===== src/hdl/p2h_pkg.sv =====
// Shared widths, constants, result type and divisor helpers for the pixel to hex converter.
package p2h_pkg;

  localparam int PIX_W     = 24;
  localparam int SIZE_W    = 16;
  localparam int COORD_W   = 16;
  localparam int COORD_MAX = 32767;
  localparam int COORD_MIN = -32768;

  // Signed numerator width of both dividers and the quotient width they return.
  localparam int NUM_W  = 50;
  localparam int QUO_W  = 41;
  localparam int DENQ_W = 26;
  localparam int DENR_W = 18;

  // floor(sqrt(3) * 2^24) and the shifts that put y into the same scale.
  localparam int SQRT3_Q24 = 29058990;
  localparam int SQ_SHIFT  = 24;
  localparam int R_SHIFT   = 17;

  // Work format of the rounding stages: 16 fraction bits.
  localparam int WORK_FRAC = 16;
  localparam int WORK_HALF = 32768;
  localparam int WORK_ONE  = 65536;

  localparam logic [SIZE_W-1:0] CELL_SIZE_RST = SIZE_W'(256);

  localparam int FRONT_ST = 2;
  localparam int DIV_ST   = NUM_W + 2;
  localparam int BACK_ST  = 5;
  localparam int PIPE_ST  = FRONT_ST + DIV_ST + BACK_ST;

  typedef struct packed {
    logic                      sat;
    logic signed [COORD_W-1:0] row;
    logic signed [COORD_W-1:0] column;
  } res_t;

  // A cell size of zero is handled as one.
  function automatic logic [SIZE_W-1:0] size_eff_f(input logic [SIZE_W-1:0] size);
    return (size == '0) ? SIZE_W'(1) : size;
  endfunction

  // 768 * size, the divisor of the q term.
  function automatic logic [DENQ_W-1:0] den_q_f(input logic [SIZE_W-1:0] size);
    logic [SIZE_W-1:0] s;
    s = size_eff_f(size);
    return DENQ_W'({s, 9'd0}) + DENQ_W'({s, 8'd0});
  endfunction

  // 3 * size, the divisor of the r term.
  function automatic logic [DENR_W-1:0] den_r_f(input logic [SIZE_W-1:0] size);
    logic [SIZE_W-1:0] s;
    s = size_eff_f(size);
    return DENR_W'({s, 1'b0}) + DENR_W'(s);
  endfunction

endpackage


===== src/hdl/p2h_front.sv =====
// Front stages: sqrt(3) product and the two scaled numerators.
module p2h_front
  import p2h_pkg::*;
(
  input  logic                    clk_i,
  input  logic                    en_i,
  input  logic signed [PIX_W-1:0] x_i,
  input  logic signed [PIX_W-1:0] y_i,
  output logic signed [NUM_W-1:0] nq_o,
  output logic signed [NUM_W-1:0] nr_o
);

  localparam logic signed [NUM_W-1:0] SQRT3_C = NUM_W'(SQRT3_Q24);

  logic signed [NUM_W-1:0] prod_q;
  logic signed [PIX_W-1:0] y_q;
  logic signed [NUM_W-1:0] nq_q;
  logic signed [NUM_W-1:0] nr_q;

  always_ff @(posedge clk_i) begin
    if (en_i) begin
      prod_q <= NUM_W'(x_i) * SQRT3_C;
      y_q    <= y_i;
      nq_q   <= prod_q - (NUM_W'(y_q) <<< SQ_SHIFT);
      nr_q   <= NUM_W'(y_q) <<< R_SHIFT;
    end
  end

  assign nq_o = nq_q;
  assign nr_o = nr_q;

endmodule


===== config.mk =====
export PLATFORM = sky130hd
export DESIGN_NAME = p2h_front
export DESIGN_NICKNAME = d
export VERILOG_FILES = /design/src/hdl/p2h_pkg.sv /design/src/hdl/p2h_front.sv
export SDC_FILE = /design/constraint.sdc
export NUM_CORES = 1
export LEC_CHECK = 0
export BUFFER_PORTS_ARGS = -buffer_cell sky130_fd_sc_hd__buf_2
export CAP_MARGIN = 20
export CORE_UTILIZATION = 40
export DETAILED_ROUTE_END_ITERATION = 10
export PLACE_DENSITY = 0.62
export SLEW_MARGIN = 10
export SYNTH_ARGS = -nofsm -noshare
export SYNTH_HDL_FRONTEND = slang
export SYNTH_SLANG_ARGS = --single-unit

===== constraint.sdc =====
create_clock -name clk_i -period 9.22 [get_ports clk_i]
set_input_delay 0.922 -clock clk_i [delete_from_list [all_inputs] [get_ports clk_i]]
set_output_delay 0.922 -clock clk_i [all_outputs]
set_load 0.02 [all_outputs]

==> Yosys cells after proc, flatten, opt, wreduce, memory -nomap -nowiden <==
Cells that the tools add are included.
W data, S select, Z words.
{ "totals": {"ff_bits": 147, "in_bits": 50, "out_inout_bits": 100} }
{ "op_classes": {"n_addsub": 1, "n_mul": 1} }
{ "op_table": {"columns": ["op", "n"], "rows": [
  ["$sub A50 B48 Y50", 1],
  ["$mul A24 B25 Y49 const B", 1]
]} }

==> Logic depth before layout (Yosys ltp) <==
{ "depth": {"depth_word": 1, "depth_mapped": 24, "ltp_nobuf": 24} }

==> Worst setup path after synthesis <==
OpenSTA, ideal clock, no wires.
{ "synth_timing": {"path_kind": "in2reg", "start": "input port x_i[7]", "end": "register prod_q[48], data pin", "t_arrival_ns": 6.761, "t_required_ns": 8.959, "slack_ns": 2.199, "stages": 22, "path_cell_list": "inv_1 > fa_1 > inv_1 > fa_1 > inv_1 > fa_1 > fa_1 > fa_1 > inv_1 > fa_1 > inv_1 > fa_1 > inv_1 > ha_1 > nand4_1 > or3_1 > or3_1 > a31o_2 > a21oi_4 > a211oi_4 > o31a_1 > o311a_1"} }
{ "synth_via": {"elab_chain_len": 1} }
{ "synth_lines": {"columns": ["element", "line", "rtl"], "rows": [
  ["start, declared", "p2h_front.sv:7", "input logic signed [PIX_W-1:0] x_i,"],
  ["$mul A24 B25 Y49", "p2h_front.sv:22", "prod_q <= NUM_W'(x_i) * SQRT3_C;"],
  ["end signal, assigned", "p2h_front.sv:22", null],
  ["end, declared", "p2h_front.sv:15", "logic signed [NUM_W-1:0] prod_q;"]
]} }
Every way passes these cells.
A chain may end at the register's enable or synchronous reset.

==> Worst setup path after layout <==
{ "layout_timing": {"start": "input port x_i[7]", "end": "register prod_q[45], data pin"} }
Same word-level chain as after synthesis.

==> out/qor.csv <==
stage,metric,value,unit
detailed_routing,vias_per_cell,4.76,
worst_setup_path,rr_worst_depth,10,
floorplan,rows,77,
clocking,cts_inserted_buffers,17,
min_path,hold_path_class,flop to flop,
worst_setup_path,crit_path_end,prod_q[45]$_DFFE_PP_,
clocking,cts_root_buffer,clkbuf_16,
floorplan,num_io_pins,150,
timing,rsz0062_at_grt,false,
floorplan,die_h,215,um
run_status,outcome,finished clean,
worst_setup_path,cp_top_family,adder cells,
timing,skew,0.00700,ns
synthesis,seq_area_frac_synth,24.1,%
floorplan,fp.coreArea,44600,um2
grt,grt_pass1_vias,12182,
timing,max_slew.worst_pin.slew,0.873,ns
synthesis,ys.flop_type,edfxtp_1,
placement,dpl.hpwl,37100,um
worst_setup_path,end_kind,flop,
grt,grt_pass1_wl,67400,um
synthesis,synth-seq-cells,146,
clocking,clk_pin_slew,0.06,ns
clocking,htree_levels,4,
synthesis,synth.distinct_cells,60,
worst_setup_path,crit_path_top_delay_cell,fa_1,
detailed_routing,drt_iter0_drc,661,
synthesis,netlist_area,18200,um2
worst_setup_path,crit_arrival,7.56,ns
floorplan,die-area,46400,um2
timing,setup_violations,0,
finish,antenna-diode-count,0,
detailed_routing,ant_nets,0,
run,drv_cap,0,
synthesis,post_synth.cell_area_avg,11.0,um2
grt,antenna_found_initial,0,
worst_setup_path,start_kind,input port,
finish,drive_above_1_share,9.86,%
worst_setup_path,path_depth,23,
clocking,clockBufferDepth,2,
detailed_routing,routed_wl,42100,um
worst_setup_path,crit_buf_inv,7,
floorplan,die_width,215,um
detailed_routing,wl_per_cell,17.6,um
grt,track_usage,18.7,%
worst_setup_path,critPathLaunch,x_i[7],
worst_setup_path,cp_max_fo,7,
finish,areaGrowthSynthToFinish,10.0,%
timing,timing.hold.ws,0.420,ns
detailed_routing,drt_pre_antenna_iters,8,
clocking,cts.sinks,146,
worst_setup_path,path_class,input port to flop,
clocking,clock_latency,0.42,ns
grt,overflow,0,
finish,nets,2386,
timing,finalCriticalPeriod,7.39,ns
timing,tns,0,ns
worst_setup_path,r2r_setup_slack,6.15,ns
clocking,cts_hold_buf,0,
clocking,post_cts_resized,0,
timing,final_hold_viol_count,0,
worst_setup_path,cp_cell_sequence,"buf_2, inv_1, fa_1, inv_1, fa_1, inv_1, fa_1, fa_1, fa_1, inv_1, fa_1, inv_1, fa_1, inv_1, ha_1, a21o_1, a221oi_1, a21bo_2, a221oi_2, o21ai_0, a21oi_1, o21ai_0, xor2_1",
synthesis,synth_edf_count,146,
worst_setup_path,rr_startpoint,y_q[0]$_DFFE_PP_,
placement,gp_congestion,0.947,
grt,grt_max_degree,75,
worst_setup_path,slowest_delay,0.54,ns
finish,fill_cells,4152,
placement,port_buffers,131,
detailed_routing,vias,11411,
timing,drv_slew,0,
clocking,postCtsSetupBuffers,0,
timing,timing.fmax,135,MHz
worst_setup_path,cp_common_cell,fa_1,
clocking,cts_tree,yes,
floorplan,start_util,40.8,%
timing,relSlewSlack,41.8,%
synthesis,yosysWarnings,0,
finish,stdcell_count,2397,
synthesis,ys_async_sr_fraction,0,%
placement,place_inst,2365,
timing,period_share,80.1,%
worst_setup_path,reg2reg_to,nq_o[48]$_DFFE_PP_,
synthesis,syn_inst,1663,
detailed_routing,drc,0,
worst_setup_path,required,9.39,ns
==> layout by cell type (no fill, tap or decap), types with 6 or more instances in the layout <==
cell / n
a211oi_1: 7
a21o_1: 35
a21oi_1: 58
a31oi_1: 9
and3_1: 10
buf_2: 130
clkbuf_16: 17
conb_1: 18
edfxtp_1: 146
fa_1: 284
ha_1: 260
inv_1: 491
nand2_1: 43
nand2b_1: 10
nand3_1: 11
nand4_1: 10
nor2_1: 45
nor3_1: 12
o21a_1: 12
o21ai_0: 36
or2_2: 6
xnor2_1: 37
xor2_1: 21
==> metal layers <==
layer  up-vias  part of all wire [%]  track usage [%]
met2       291                    46             30.3
met3        39                   4.2             2.20
met4         0                   1.2             3.76
met5         -                     0                0
li1       5501                     -                -
met1      5580                    49             27.2
==> metrics by stage <==
step / area [um2] / utilization, % / setup WS, ns
6_report: 20000 / 44.9 / 1.83
5_1_grt: 20000 / 44.9 / 1.57
4_1_cts: 20000 / 44.9 / 1.92
3_5_place_dp: 19400 / 43.6 / 1.44
3_3_place_gp: 19400 / 43.6 / 1.59
2_1_floorplan: 18300 / - / 2.20
==> cells in the mapped netlist, types with 5 or more instances <==
cell / n / area [um2]
xor2_1: 21 / 184
buf_4: 27 / 203
nand3_1: 11 / 55.1
nor2_1: 45 / 169
ha_1: 260 / 3250
and3_1: 10 / 62.6
o211ai_1: 5 / 37.5
a21oi_1: 58 / 290
a21o_1: 35 / 263
nand2b_1: 10 / 62.6
nor3_1: 12 / 60.1
inv_1: 491 / 1840
o21bai_1: 5 / 37.5
a311oi_1: 5 / 43.8
a31oi_1: 9 / 56.3
edfxtp_1: 146 / 4380
o21a_1: 12 / 90.1
or2_2: 6 / 37.5
clkbuf_1: 11 / 41.3
a211oi_1: 7 / 52.6
xnor2_1: 37 / 324
nand4_1: 10 / 62.6
or3_1: 5 / 31.3
fa_1: 284 / 5690
nand2_1: 43 / 161
o21ai_0: 36 / 180
o31ai_1: 5 / 37.5
==> flip-flops by register name (all words and copies together), names as in the netlist <==
| register | cells |
|---|---|
| nq_o | 49 |
| prod_q | 49 |
| nr_o | 24 |
| y_q | 24 |
==> worst min-delay path by stage <==
stage	from	to	slack [ns]	cells past startpoint
2_1_floorplan	prod_q[10]$_DFFE_PP_	nq_o[10]$_DFFE_PP_	0.40	0
3_3_place_gp	prod_q[9]$_DFFE_PP_	nq_o[9]$_DFFE_PP_	0.40	0
3_5_place_dp	prod_q[11]$_DFFE_PP_	nq_o[11]$_DFFE_PP_	0.40	0
4_1_cts	prod_q[9]$_DFFE_PP_	nq_o[9]$_DFFE_PP_	0.42	0
5_1_grt	prod_q[9]$_DFFE_PP_	nq_o[9]$_DFFE_PP_	0.42	0
6_report	prod_q[16]$_DFFE_PP_	nq_o[16]$_DFFE_PP_	0.42	0
==> final cells by class <==
class	instances	area (um2)	share of cell area (%)
Timing Repair Buffer	132	669	3.34
Multi-Input combinational cell	1004	11800	58.9
Sequential cell	146	4380	21.9
Inverter	491	1840	9.20
Clock inverter	15	175	0.874
Tap cell	592	741	3.70
Clock buffer	17	425	2.12
==> worst register-to-register path, stage by stage (launching register included) <==
cell	delay, ns
edfxtp_1	0.42
ha_1	0.24
fa_1	0.41
nor2b_1	0.16
o31a_1	0.16
o2111ai_1	0.16
a21oi_1	0.24
o2111ai_1	0.20
a31oi_1	0.34
a31oi_1	0.22
o211a_1	0.28
==> logic make-up after synthesis <==
family	share of synthesized area [%]
compound gates	7.91
xor+xnor	2.79
fa+ha+maj	49.1
buf+inv	11.5
flops	24.1
mux	0.179
other cells	0.0206
simple gates	4.49
Power is not shown: default switching activity piles up to over one toggle a cycle in this logic, so the estimate is an artifact.
