File: src/hdl/p2h_pkg.sv
// Shared widths, constants, result type and divisor helpers for the pixel to hex converter.
package p2h_pkg;

  localparam int PIX_W     = 24;
  localparam int SIZE_W    = 16;
  localparam int COORD_W   = 16;
  localparam int COORD_MAX = 32767;
  localparam int COORD_MIN = -32768;

  // Signed numerator width of both dividers and the quotient width they return.
  localparam int NUM_W  = 50;
  localparam int QUO_W  = 41;
  localparam int DENQ_W = 26;
  localparam int DENR_W = 18;

  // floor(sqrt(3) * 2^24) and the shifts that put y into the same scale.
  localparam int SQRT3_Q24 = 29058990;
  localparam int SQ_SHIFT  = 24;
  localparam int R_SHIFT   = 17;

  // Work format of the rounding stages: 16 fraction bits.
  localparam int WORK_FRAC = 16;
  localparam int WORK_HALF = 32768;
  localparam int WORK_ONE  = 65536;

  localparam logic [SIZE_W-1:0] CELL_SIZE_RST = SIZE_W'(256);

  localparam int FRONT_ST = 2;
  localparam int DIV_ST   = NUM_W + 2;
  localparam int BACK_ST  = 5;
  localparam int PIPE_ST  = FRONT_ST + DIV_ST + BACK_ST;

  typedef struct packed {
    logic                      sat;
    logic signed [COORD_W-1:0] row;
    logic signed [COORD_W-1:0] column;
  } res_t;

  // A cell size of zero is handled as one.
  function automatic logic [SIZE_W-1:0] size_eff_f(input logic [SIZE_W-1:0] size);
    return (size == '0) ? SIZE_W'(1) : size;
  endfunction

  // 768 * size, the divisor of the q term.
  function automatic logic [DENQ_W-1:0] den_q_f(input logic [SIZE_W-1:0] size);
    logic [SIZE_W-1:0] s;
    s = size_eff_f(size);
    return DENQ_W'({s, 9'd0}) + DENQ_W'({s, 8'd0});
  endfunction

  // 3 * size, the divisor of the r term.
  function automatic logic [DENR_W-1:0] den_r_f(input logic [SIZE_W-1:0] size);
    logic [SIZE_W-1:0] s;
    s = size_eff_f(size);
    return DENR_W'({s, 1'b0}) + DENR_W'(s);
  endfunction

endpackage

File: src/hdl/p2h_back.sv
// Back stages: cube rounding, component rebuild, even-r offset and saturation.
module p2h_back
  import p2h_pkg::*;
(
  input  logic                    clk_i,
  input  logic                    en_i,
  input  logic signed [QUO_W-1:0] qf_i,
  input  logic signed [QUO_W-1:0] rf_i,
  output res_t                    res_o
);

  localparam int V_W = QUO_W + 1;
  localparam int R_W = V_W - WORK_FRAC + 1;
  localparam int E_W = WORK_FRAC + 1;
  localparam int S_W = R_W + 1;
  localparam int C_W = S_W + 1;

  localparam logic [V_W:0] T_HALF  = (V_W + 1)'(WORK_HALF);
  localparam logic [V_W:0] T_HALFM = (V_W + 1)'(WORK_HALF - 1);

  localparam logic signed [C_W-1:0] COL_MAX = C_W'(COORD_MAX);
  localparam logic signed [C_W-1:0] COL_MIN = C_W'(COORD_MIN);
  localparam logic signed [S_W-1:0] ROW_MAX = S_W'(COORD_MAX);
  localparam logic signed [S_W-1:0] ROW_MIN = S_W'(COORD_MIN);

  typedef struct packed {
    logic signed [R_W-1:0] r;
    logic [E_W-1:0]        d;
  } rnd_t;

  // Round half away from zero; negative values round with a bias one lower.
  function automatic rnd_t rnd_f(input logic signed [V_W-1:0] v);
    logic [V_W:0]   t;
    logic [E_W-1:0] frac;
    logic           up;
    rnd_t           res;
    frac  = {1'b0, v[WORK_FRAC-1:0]};
    t     = {v[V_W-1], v} + (v[V_W-1] ? T_HALFM : T_HALF);
    up    = frac >= (E_W'(WORK_HALF) + E_W'(v[V_W-1]));
    res.r = t[V_W:WORK_FRAC];
    res.d = up ? (E_W'(WORK_ONE) - frac) : frac;
    return res;
  endfunction

  logic signed [V_W-1:0] qv_q, rv_q, sv_q;
  rnd_t                  q1_q, r1_q, s1_q;
  logic signed [S_W-1:0] q2_d, r2_d, q2_q, r2_q;
  logic signed [S_W-1:0] qe, re, se;
  logic signed [S_W:0]   rsum;
  logic signed [S_W:0]   rhalf;
  logic signed [C_W-1:0] col3_q;
  logic signed [S_W-1:0] row3_q;
  res_t                  res_d, res_q;

  assign qe = S_W'($signed(q1_q.r));
  assign re = S_W'($signed(r1_q.r));
  assign se = S_W'($signed(s1_q.r));

  // The component with the largest rounding error is rebuilt from the others.
  always_comb begin
    q2_d = qe;
    r2_d = re;
    priority if (q1_q.d > s1_q.d && q1_q.d > r1_q.d) begin
      q2_d = -se - re;
    end else if (s1_q.d > r1_q.d) begin
      q2_d = qe;
    end else begin
      r2_d = -qe - se;
    end
  end

  // r + (r & 1) is always even, so the halving is exact.
  assign rsum  = {r2_q[S_W-1], r2_q} + {{S_W{1'b0}}, r2_q[0]};
  assign rhalf = rsum >>> 1;

  always_comb begin
    res_d.sat = 1'b0;
    priority if (col3_q > COL_MAX) begin
      res_d.column = COORD_W'(COORD_MAX);
      res_d.sat    = 1'b1;
    end else if (col3_q < COL_MIN) begin
      res_d.column = COORD_W'(COORD_MIN);
      res_d.sat    = 1'b1;
    end else begin
      res_d.column = col3_q[COORD_W-1:0];
    end
    priority if (row3_q > ROW_MAX) begin
      res_d.row = COORD_W'(COORD_MAX);
      res_d.sat = 1'b1;
    end else if (row3_q < ROW_MIN) begin
      res_d.row = COORD_W'(COORD_MIN);
      res_d.sat = 1'b1;
    end else begin
      res_d.row = row3_q[COORD_W-1:0];
    end
  end

  always_ff @(posedge clk_i) begin
    if (en_i) begin
      qv_q   <= V_W'(qf_i);
      rv_q   <= V_W'(rf_i);
      sv_q   <= -V_W'(qf_i) - V_W'(rf_i);
      q1_q   <= rnd_f(qv_q);
      r1_q   <= rnd_f(rv_q);
      s1_q   <= rnd_f(sv_q);
      q2_q   <= q2_d;
      r2_q   <= r2_d;
      col3_q <= C_W'(q2_q) + rhalf;
      row3_q <= r2_q;
      res_q  <= res_d;
    end
  end

  assign res_o = res_q;

endmodule

File: config.mk
export PLATFORM = sky130hd
export DESIGN_NAME = p2h_back
export DESIGN_NICKNAME = d
export VERILOG_FILES = /design/src/hdl/p2h_pkg.sv /design/src/hdl/p2h_back.sv
export SDC_FILE = /design/constraint.sdc
export NUM_CORES = 1
export LEC_CHECK = 0
export ABC_CLOCK_PERIOD_IN_PS = 3700
export BUFFER_PORTS_ARGS = -buffer_cell sky130_fd_sc_hd__clkbuf_2
export CORE_MARGIN = 2
export CORE_UTILIZATION = 25
export CTS_CLUSTER_DIAMETER = 50
export CTS_CLUSTER_SIZE = 12
export DETAILED_ROUTE_END_ITERATION = 16
export GPL_ROUTABILITY_DRIVEN = 0
export PLACE_DENSITY = 0.48
export SETUP_SLACK_MARGIN = 0.15
export SYNTH_ARGS = -nofsm -noshare
export SYNTH_HDL_FRONTEND = slang
export SYNTH_SLANG_ARGS = --single-unit
File: constraint.sdc
create_clock -name clk_i -period 3.7 [get_ports clk_i]
set_input_delay 0.555 -clock clk_i [delete_from_list [all_inputs] [get_ports clk_i]]
set_output_delay 0.555 -clock clk_i [all_outputs]
set_load 0.01 [all_outputs]
Word level (Yosys, flattened, before mapping)
Index checks and enable logic that the tools add are counted.
{ "classes": {"add_sub_neg": 17, "multipliers": 0, "div": 0, "magnitude_cmp": 10, "n_eq_ne": 0, "n_shift": 0, "muxes": 12, "n_bitwise": 0, "n_reduce_logical": 2} }
{ "op_table": {"columns": ["op", "count"], "rows": [
  ["2-to-1 mux 16 bit", 8],
  ["adder 41 x 17 -> 42 bit", 2],
  ["2-to-1 mux 28 bit", 3],
  ["adder 16 x 1 -> 17 bit, first input constant", 3],
  ["greater-or-equal comparator 16 x 17 -> 1 bit", 3],
  ["greater-than comparator 17 bit", 3],
  ["subtractor 17 x 16 -> 17 bit, first input constant", 3],
  ["adder 42 x 17 -> 43 bit", 1],
  ["negator 41 -> 42 bit", 1],
  ["subtractor 42 x 41 -> 42 bit", 1],
  ["adder 28 x 2 -> 29 bit", 1],
  ["adder 28 x 28 -> 29 bit", 1],
  ["greater-than comparator 29 x 16 -> 1 bit, second input constant", 1],
  ["< comparator 29 x 16 -> 1 bit, second input constant", 1],
  ["greater-than comparator 28 x 16 -> 1 bit, second input constant", 1],
  ["< comparator 28 x 16 -> 1 bit, second input constant", 1],
  ["negator 26 -> 28 bit", 1],
  ["negator 27 -> 28 bit", 1],
  ["subtractor 28 x 26 -> 28 bit", 1],
  ["subtractor 28 x 27 -> 28 bit", 1],
  ["OR reduction 3 bit", 1],
  ["logical AND 1 bit", 1],
  ["2-to-1 mux 1 bit", 1]
]} }
{ "word_totals": {"ff_bits": 400, "latch_bits": 0, "mem_bits_rw": 0, "romBits": 0, "inputBits": 84, "mem_count": 0} }

Logic depth before layout (Yosys ltp)
{ "depth": {"ltp_word": 4, "mapped_depth": 18, "ltp_nobuf": 18} }

Worst setup path before layout
No wires, ideal clock.
{ "synth_path": {"kind": "reg-to-reg", "startpoint": "register r2_q[2]", "endpoint": "register col3_q[26], data pin", "setup_ns": 0.264, "arrival_ns": 3.333, "slack_ns": 0.104, "stages_incl_launch_ff": 16, "path_buffers": 0, "path_cell_list": "edfxtp_1 > and3_1 > and3_1 > nand3_1 > nor3_1 > nand2_1 > xnor2_1 > ha_1 > a21o_1 > a21oi_1 > a21oi_1 > o31ai_1 > a21oi_1 > and3_1 > a221oi_1 > xnor2_1"} }
{ "synth_via": {"elab_chain_len": 2} }
{ "synth_lines": {"columns": ["element", "line_no", "text"], "rows": [
  ["start, declared", "p2h_back.sv:47", "logic signed [S_W-1:0] q2_d, r2_d, q2_q, r2_q;"],
  ["start signal, assigned", "p2h_back.sv:107", "r2_q <= r2_d;"],
  ["adder 28 x 2 -> 29 bit", "p2h_back.sv:73", "assign rsum = {r2_q[S_W-1], r2_q} + {{S_W{1'b0}}, r2_q[0]};"],
  ["adder 28 x 28 -> 29 bit", "p2h_back.sv:108", "col3_q <= C_W'(q2_q) + rhalf;"],
  ["end signal, assigned", "p2h_back.sv:108", null],
  ["end, declared", "p2h_back.sv:51", "logic signed [C_W-1:0] col3_q;"]
]} }
Every way passes these cells.
A chain may end at the register's enable or synchronous reset.

Worst setup path after layout
{ "layout_path": {"startpoint": "register r2_q[3]", "endpoint": "register col3_q[27], data pin"} }
The elaborated chain is that of the path after synthesis.

==> run metrics <==
RSZ-0062 raised after global routing=yes; Worst setup EP type=flip-flop; share of cells above drive strength 1=17.6%; Post-Route Utilization=30.8%; library cells used by synthesis=86; Sw Ratio=between 30% and 40%; Tmin final=between 3000 and 4000 ps; GRT overflow=0; first-pass GRT wire length=98100 um; Synth async-reset ratio=0%; Gate Count Post-Synth=~2300; type of origin of the critical path=flip-flop; vias in the first global route=17600; Final Hold Viols=0; Worst Setup Slack post-DPL=-238 ps; routed vias=17500; worst hold path type=in -> reg; Post-synth EDFFs=400; Pwr Total=~17 mW; drc violations=0; register area share after synthesis=47.1%; kind of critical path=reg -> reg; Fmax=286 MHz; Root Driver=clkbuf_16; nets@finish=3076; Leakage=about 13 nW; Routed WL per cell=roughly 15 um; cell family with most CP delay=simple AND/OR/NAND/NOR gates; Pins Over Slew Limit=0; Clk pwr share=approximately 30%; Reg power frac=between 30% and 40%; CP Buf/Inv Count=3; # setup viols final=0; Slowest Stage Delay on Critical Path=350 ps; Max Cap Viol=0; Initial DRT Pass Iterations=5; Min-Delay Path Depth=1; Final ANT Viol Nets=0; worst-path maximum fanout=3; hold buffers post-CTS=0; Cell Chain, Critical Path=and3_4 > and3_4 > nand3_4 > nor3_4 > buf_6 > buf_6 > nand3_4 > xnor2_2 > ha_1 > o21ai_2 > a21oi_2 > o21ai_1 > a31o_2 > a21oi_2 > a41o_1 > buf_4 > o21a_1 > nand4_1 > nand4_1 > nand4_1; Hold Startpoint=qf_i[35]; most common cell after layout, fill and taps aside=edfxtp_1; die area=105000 sq um; Most common cell on crit path=nand4_1; Critical R2R Capture=col3_q[27]$_DFFE_PP_; most frequent cells in the layout=edfxtp_1, ha_1, inv_1; Area Growth Syn to Fin=22.7%; die width=323 um; Worst EP arrival=3840 ps; flop2flop setup slack=200 ps; I/O Pins=roughly 120; Max clock buf depth=3; I/O Buffers=116; ys flop type=edfxtp_1; CTS Buf Count=51; synthesis-stage register bit count=400; clock-pin slew on the worst setup and hold paths=60 ps; vias per cell=4.29; DIE HEIGHT=roughly 320 um; clk_lat worst skew=~600 ps; cells on worst reg2reg path=20; worst r2r src=r2_q[3]$_DFFE_PP_; CTS tree=done; combinational group share of total power=a little under a third; starting density of the core=roughly 25%; Slowest-stage cell, CP=edfxtp_1; Yosys warnings=0; Worst VDD drop=0.344 mV; htree depth=2; Worst EP required=4050 ps; fin crit share=94.5%; status=finished clean; 1st-iter DRT viols=777; synthesized area per cell=10.9 sq um; Power Density=536 nW/um^2; GRT Overall Usage=12.0%; P_sw=5.34 mW; Least-Margin Pin Slew=691 ps; critical path startpoint=r2_q[3]$_DFFE_PP_; relative slew slack=53.9%; total wire length=62800 um; DP HPWL=50900 um; Clock Skew=24.3 ps; largest net degree at the start of global routing=77; hold endpoint=qv_q[35]$_DFFE_PP_; antenna violations before repair=4; # clock sinks=400; Core Box Area=101000 sq um; setup ws final=203 ps; FP Rows=between 100 and 150; Cell Area, Synth=25500 sq um; Cell Int Power=about 11 mW
==> metal layers <==
| metal | global-route usage, % | wire length (um) | vias to the layer above | part of all wire [%] |
|---|---|---|---|---|
| li1 | - | - | 9189 | - |
| met1 | 16.2 | 30700 | 7982 | 49 |
| met2 | 19.4 | 27800 | 193 | 44 |
| met3 | 1.97 | 2240 | 82 | 3.6 |
| met4 | 4.21 | 1990 | 4 | 3.2 |
| met5 | 0 | 25 | - | 0.040 |
==> synthesized netlist by cell type, types with 45 or more instances <==
library cell / instances / area, sq um
a21o_1: 93 / 698
a21oi_1: 131 / 656
edfxtp_1: 400 / 12000
ha_1: 327 / 4090
inv_1: 244 / 916
nand2_1: 180 / 676
nand3_1: 63 / 315
nand4_1: 45 / 282
nor2_1: 121 / 454
o21ai_0: 121 / 606
xnor2_1: 157 / 1380
xor2_1: 79 / 692
==> per-stage QoR <==
step	cell area, sq um	TNS, ps	hold slack, ps	cells
2_1_floorplan	25500	0	426	2336
3_3_place_gp	29100	-1980	441	3960
3_5_place_dp	29100	-1820	447	3960
4_1_cts	30900	0	79.1	4049
5_1_grt	31300	-16.5	92.7	4066
6_report	31300	0	130	4067
==> cell families (layout without fill, tap and decap cells) <==
kind of cell	count (synthesis)	after routing	share of synthesized area, %
mux	13	13	0.535
xor+xnor	236	236	8.11
fa+ha+maj	331	331	16.4
flops	400	400	47.1
compound gates	503	503	12.8
buf+inv	271	631	4.01
other cells	1	6	0.0147
simple gates	579	579	11.1
==> how the worst max path moves through the flow <==
stage | to | slack [ps] | cells past startpoint
floorplan | col3_q[27]$_DFFE_PP_ | 160 | 18
global placement | sv_q[40]$_DFFE_PP_ | -280 | 17
detailed placement | sv_q[40]$_DFFE_PP_ | -240 | 17
CTS | q2_q[25]$_DFFE_PP_ | 120 | 14
global route | col3_q[27]$_DFFE_PP_ | -20 | 20
finish | col3_q[27]$_DFFE_PP_ | 200 | 20
==> repair_timing <==
action,in CTS,in global routing
endpoints found under the setup margin,14,23
buffers inserted,1,15
pin swaps,9,37
resized for setup,15,69
gates cloned,0,0
==> worst register-to-register path, stage by stage, from the launching register on <==
cell and delay [ps]:
edfxtp_1 350, and3_4 190, and3_4 200, nand3_4 110, nor3_4 210, buf_6 130
buf_6 90, nand3_4 70, xnor2_2 150, ha_1 310, o21ai_2 70, a21oi_2 120
o21ai_1 70, a31o_2 240, a21oi_2 150, a41o_1 240, buf_4 130, o21a_1 140
nand4_1 100, nand4_1 100, nand4_1 90
==> sequential cells by signal (all words and copies together) (netlist names) <==
signal	flops
qv_q	41
q2_q	28
row3_q	28
rv_q	41
q1_q	43
r1_q	43
sv_q	42
r2_q	28
col3_q	29
res_o	33
s1_q	44
==> area by class of cell <==
cell class	count	area, sq um
Multi-Input combinational cell	1665	12900
Antenna cell	3	7.51
Clock buffer	55	1290
Tap cell	1368	1710
Clock inverter	33	405
Sequential cell	400	12000
Inverter	244	916
Timing Repair Buffer	299	2070
Fill cell	10500	70200
==> power groups by stage <==
stage               clock network [mW]  registers (mW)  logic, mW
floorplan                            0            6.48       3.39
global placement                     0            6.64       5.02
detailed placement                   0            6.64       5.04
CTS                               5.11            6.55       5.13
global route                      5.30            6.63       6.00
finish                            4.94            6.54       5.27
(Power assumes the default switching activity.)
